[config.mk]
export PLATFORM = sky130hd
export DESIGN_NAME = sti_queue
export DESIGN_NICKNAME = d
export VERILOG_FILES = /design/src/rtl/sti_pkg.sv /design/src/rtl/sti_queue.sv
export SDC_FILE = /design/constraint.sdc
export NUM_CORES = 1
export LEC_CHECK = 0
export ABC_CLOCK_PERIOD_IN_PS = 6550
export BUFFER_PORTS_ARGS = -buffer_cell sky130_fd_sc_hd__buf_2
export CAP_MARGIN = 10
export CORE_MARGIN = 3
export CORE_UTILIZATION = 51
export CTS_CLUSTER_DIAMETER = 40
export DETAILED_ROUTE_END_ITERATION = 16
export HOLD_SLACK_MARGIN = 0.1
export PLACE_DENSITY = 0.75
export SLEW_MARGIN = 25
export SYNTH_ARGS = -nofsm -noshare
export SYNTH_HDL_FRONTEND = slang
export SYNTH_SLANG_ARGS = --single-unit
export TNS_END_PERCENT = 50
[constraint.sdc]
create_clock -name clk -period 6.55 [get_ports clk]
set_clock_uncertainty 0.05 [all_clocks]
set_input_delay 0.3275 -clock clk [delete_from_list [all_inputs] [get_ports clk]]
set_output_delay 0.3275 -clock clk [all_outputs]
set_load 0.02 [all_outputs]
[src/rtl/sti_pkg.sv]
// ----------------------------------------------------------------------------
// sti_pkg: shared types and constants for segment/triangle intersection
// coordinate and fixed point widths, request, job and result structs, relation codes
// ----------------------------------------------------------------------------
`default_nettype none
package sti_pkg;
	localparam int COORD_WIDTH = 16;
	localparam int FRAC_BITS   = 16;
	localparam int FIELD_W     = 48;
	localparam int DIFF_W      = COORD_WIDTH + 1;
	localparam int CROSS_W     = 2 * DIFF_W + 2;
	localparam int DOT_W       = CROSS_W + DIFF_W + 3;
	localparam int DIV_W       = DOT_W + FRAC_BITS;
	localparam int QBITS       = 34;
	localparam int QUEUE_DEPTH = 4;
	localparam int QPTR_W      = 2;

	localparam logic [1:0] REL_SINGLE     = 2'd0;
	localparam logic [1:0] REL_IN_PLANE   = 2'd1;
	localparam logic [1:0] REL_NONE       = 2'd2;
	localparam logic [1:0] REL_DEGENERATE = 2'd3;

	typedef struct packed {
		logic [FIELD_W-1:0] tri_vertex_a;
		logic [FIELD_W-1:0] tri_vertex_b;
		logic [FIELD_W-1:0] tri_vertex_c;
		logic [FIELD_W-1:0] seg_start;
		logic [FIELD_W-1:0] seg_end;
	} req_t;

	typedef struct packed {
		logic               hit;
		logic [1:0]         plane_relation;
		logic signed [31:0] seg_param;
		logic signed [31:0] bary_first;
		logic signed [31:0] bary_second;
	} rsp_t;

	typedef struct packed {
		logic                    degen;
		logic signed [DOT_W-1:0] num_t;
		logic signed [DOT_W-1:0] num_a;
		logic signed [DOT_W-1:0] num_b;
		logic signed [DOT_W-1:0] den;
	} job_t;

	function automatic logic signed [DIFF_W-1:0] coord(input logic [FIELD_W-1:0] w,
		input int i);
		logic [COORD_WIDTH-1:0] raw;
		raw = COORD_WIDTH'(w >> (i * COORD_WIDTH));
		return DIFF_W'($signed(raw));
	endfunction
endpackage
`default_nettype wire

[src/rtl/sti_queue.sv]
// ----------------------------------------------------------------------------
// sti_queue: small fifo between front and back
// registered entries, empty flag derived from the occupancy count
// ----------------------------------------------------------------------------
`default_nettype none
module sti_queue import sti_pkg::*; (
	input  wire  clk,
	input  wire  arst_n,
	input  wire  push,
	input  job_t wdata,
	input  wire  pop,
	output job_t rdata,
	output logic empty,
	output logic [QPTR_W:0] count
);
	job_t mem_q [QUEUE_DEPTH];
	logic [QPTR_W-1:0] wp_q, rp_q;

	assign empty = (count == '0);
	assign rdata = mem_q[rp_q];

	always_ff @(posedge clk or negedge arst_n) begin
		if (!arst_n) begin
			wp_q <= '0; rp_q <= '0; count <= '0;
		end else begin
			if (push) wp_q <= wp_q + 1'b1;
			if (pop)  rp_q <= rp_q + 1'b1;
			count <= count + (QPTR_W+1)'(push) - (QPTR_W+1)'(pop);
		end
	end

	always_ff @(posedge clk) begin
		if (push) mem_q[wp_q] <= wdata;
	end

	assert property (@(posedge clk) disable iff (!arst_n) pop |-> !empty)
		else $error("queue popped while empty");
	assert property (@(posedge clk) disable iff (!arst_n)
		count <= (QPTR_W+1)'(QUEUE_DEPTH))
		else $error("queue overflow");
endmodule
`default_nettype wire

Word-level counts from Yosys, hierarchy flattened
Memory sizes are Yosys's and may differ from the RTL's.
Index checks and enable logic that the tools add are counted.
- muxes and demuxes: 2
- add/sub/neg operators: 4
- reduce and logical (&&, ||, !) cells: 1
- bitwise operators: 0
- divide/modulo/power cells: 0
- magnitude comparators: 0
- equal/unequal tests: 0
- multipliers: 0
- shift-type cells: 0
- operators with widths (operator ; count):
    2-bit by 1-bit adder with 2-bit output (second input constant) ; 2
    3-bit by 1-bit adder with 3-bit output ; 1
    3-bit zero test ; 1
    3-bit by 1-bit subtractor with 3-bit output ; 1
    1-bit 2-to-1 mux ; 2
- memory bits (writable): 900
- bits in registers: 7
- memories: 1
- word-level logic and storage cells: 11
- memory bits (read-only): 0
- latch bits: 0
- output and inout bits: 229
- memories (name ; words ; width ; read ports ; clocked after Yosys merged registers in ; write ports ; RTL line ; source):
    mem_q ; 4 ; 225 ; 1 ; 0 ; 1 ; sti_queue.sv:16 ; job_t mem_q [QUEUE_DEPTH];

Depth between registers and ports, before layout
- depth in word-level cells: 2
- gate-level depth with buffers: 7
- depth with buffers taken out: 7

Worst setup path before layout
No wires, ideal clock.
- kind: flip-flop to flip-flop
- start point: register wp_q[0]
- end point: memory mem_q[0][0] (netlist name) (enable)
- clock period less this slack: 6.392 ns
- stages on the path, launching flop included: 4
- setup slack: 0.158 ns
- data arrival time: 5.730 ns
- cell sequence: dfrtp_1 > inv_1 > ha_1 > and2_1
- RTL lines (element ; RTL line ; source):
    start, declared ; sti_queue.sv:17 ; logic [QPTR_W-1:0] wp_q, rp_q;
    start signal, assigned ; sti_queue.sv:26 ; if (push) wp_q <= wp_q + 1'b1;
    end, declared ; sti_queue.sv:16 ;
No word-level cell before the write port.

==> results.sh <==
export IMPL_synth_distinct_cells=17
export IMPL_clock_sinks=907
export IMPL_tightest_slew_ps=1014
export IMPL_synthCells=1208
export IMPL_gp_congestion=0.7549
export IMPL_finalHoldViolCount=0
export IMPL_grt_pass1_vias=17456
export IMPL_finalSetupViolations=0
export IMPL_leakagePower_nw=14.53
export IMPL_ir_drop_v=0.0004041
export IMPL_maxCapViolCount=0
export IMPL_postCtsSetupRepairBufs=0
export IMPL_hp_class="primary input to register"
export IMPL_drt_first_pass_iters=6
export IMPL_drt_wirelength_per_cell_microns=25.09
export IMPL_initial_core_util_pct=51.75
export IMPL_core_sq_um=63310
export IMPL_io_buffer_count=457
export IMPL_clockRootBuffer="clkbuf_16"
export IMPL_fmax_mhz=266.0
export IMPL_layout_common_cells="edfxtp_1 (900), buf_2 (457), dlygate4sd3_1 (229), mux4_2 (225), clkbuf_16 (109)"
export IMPL_num_nets_final=2201
export IMPL_cts_tree="built"
export IMPL_clkPwrFrac_pct=30.6
export IMPL_via_per_inst=5.520
export IMPL_synth_seq_cells=907
export IMPL_power_density_nw_per_um2=473.5
export IMPL_rows=92
export IMPL_track_usage_pct=21.73
export IMPL_grt_overflow_total=0
export IMPL_p_int_w=0.01362
export IMPL_area_growth_pct=28.45
export IMPL_fin_crit_ps=3759
export IMPL_post_synth_top_area_fraction_pct=82.48
export IMPL_worstPathRequired_ps=6170
export IMPL_syn_area_sq_um=32770
export IMPL_dieArea_sq_um=67320
export IMPL_clk_pin_slew_ps=60
export IMPL_end_kind="output port"
export IMPL_fillers=3887
export IMPL_synth_area_leaders="edfxtp_1 (82%), mux4_2 (15%), dfrtp_1 (0.53%)"
export IMPL_antenna_found_initial=5
export IMPL_post_route_period_util_pct=57.39
export IMPL_critPathKind="register to output port"
export IMPL_p_comb_share_pct=29.1
export IMPL_dp_hpwl_microns=38910
export IMPL_design_area_sq_um=42090
export IMPL_drt_total_wl_microns=72920
export IMPL_slew_viol_final=0
export IMPL_drtAntennaViolNets=0
export IMPL_placed_area_sq_um=36010
export IMPL_slew_headroom_pct=32.41
export IMPL_seq_power_share_pct=40.3
export IMPL_power_switching_w=0.006304
export IMPL_syn_num_nets=1444
export IMPL_layout_drive_gt1_share_pct=42.55
export IMPL_vias=16041
export IMPL_grt_pass1_wl_microns=109300
export IMPL_cp_arrival_ps=3380
export IMPL_dieWidth_microns=259.5
export IMPL_clk_path_buf_depth=3
export IMPL_clock_latency_ps=650
export IMPL_ys_seq_area_share_pct=83.02
export IMPL_crit_fanout=97
export IMPL_setup_tns_ps=0
export IMPL_io_pins=458
export IMPL_worstSetupStartpointType="register"
export IMPL_status="completed"
export IMPL_fp_dieH_microns=259.5
export IMPL_r2r_setup_slack_ps=3790
export IMPL_h_tree_depth=3
export IMPL_p_sw_share_pct=31.63
export IMPL_initialDrtViolationCount=1335
export IMPL_synth_top_cell_by_area="edfxtp_1"
export IMPL_ys_warn_count=0
export IMPL_drc=0
export IMPL_grt_setup_unrepaired="false"
export IMPL_numCtsBuffers=106
export IMPL_avgSynthCellArea_sq_um=27.12
export IMPL_grt_max_degree=124
export IMPL_final_common_cell="edfxtp_1"
final timing paths:
check | start | endpoint | cells after the start
worst max register to register | wp_q[0] | mem_q[0][68] | 4
worst min-delay path | wdata[116] | mem_q[2][116] | 2
worst min register to register | wp_q[0] | wp_q[0] | 1
worst max-delay path | rp_q[0] | rdata[130] | 3
max in group asynchronous | arst_n | rp_q[1] | 3
min in group asynchronous | arst_n | rp_q[0] | 3
synthesized netlist by cell type, drive strengths merged:
cell,n
nand2,2
edfxtp,900
buf,49
nor3,1
fa,1
dfrtp,7
inv,6
xnor2,3
and2,4
xor2,2
clkbuf,1
ha,6
mux4,225
o21ai,1
layer usage:
metal,wire (microns),track usage (%),vias up
li1,-,-,6806
met4,2197,7.646,0
met2,38900,37.65,677
met3,5779,5.843,135
met5,0,0,-
met1,26040,26.53,8423
kinds of logic after synthesis:
| kind of cell | Yosys count | synth area share (%) |
|---|---|---|
| buffers and inverters | 56 | 0.9623 |
| and+or+nand+nor | 7 | 0.1145 |
| xor gates and xnor gates | 5 | 0.1337 |
| adders and majority gates | 7 | 0.2902 |
| DFF | 907 | 83.02 |
| AOI/OAI and AO/OA | 1 | 0.01526 |
| muxes | 225 | 15.47 |
worst max-delay path, cell delays in order, from the launching register on:
cell	delay (ps)
dfrtp_4	1050
buf_12	540
mux4_2	650
buf_2	190
final cells by class:
cell class	count	area (sq um)	area share [%]
Tap cell	846	1059	2.515
Clock buffer	121	2773	6.588
Timing Repair Buffer	699	4785	11.37
Sequential cell	907	27210	64.65
Antenna cell	6	15.01	0.03567
Clock inverter	76	967.2	2.298
Multi-Input combinational cell	245	5259	12.49
Inverter	6	22.52	0.05351
timing repair:
item                      CTS  global route
gates resized for setup     0             0
hold endpoints to repair  912             0
hold buffers              229             0
metrics by stage:
stage	cells	worst slack, ps	total power (W)	util, %	hold WS, ps
6_report	2906	2791	0.01993	66.48	380.8
2_1_floorplan	1208	157.7	0.01212	-	-18.09
5_1_grt	2905	2531	0.02069	66.47	358.1
3_5_place_dp	2473	3421	0.01379	56.88	124.9
4_1_cts	2899	2697	0.02003	66.41	328.0
3_3_place_gp	2473	3417	0.01367	56.88	114.9
power by group through the flow:
stage	registers (W)	logic [W]	clock network, W
after floorplan	0.00812	0.00400	0
after CTS	0.00802	0.00584	0.00617
final	0.00803	0.00580	0.00610
after global routing	0.00812	0.00613	0.00644
after detailed placement	0.00811	0.00567	0
after global placement	0.00803	0.00564	0
sequential cells by signal, indices dropped and copies added (netlist names):
register,flops
count,3
rp_q,2
mem_q,900
wp_q,2
(Power assumes the default switching activity.)
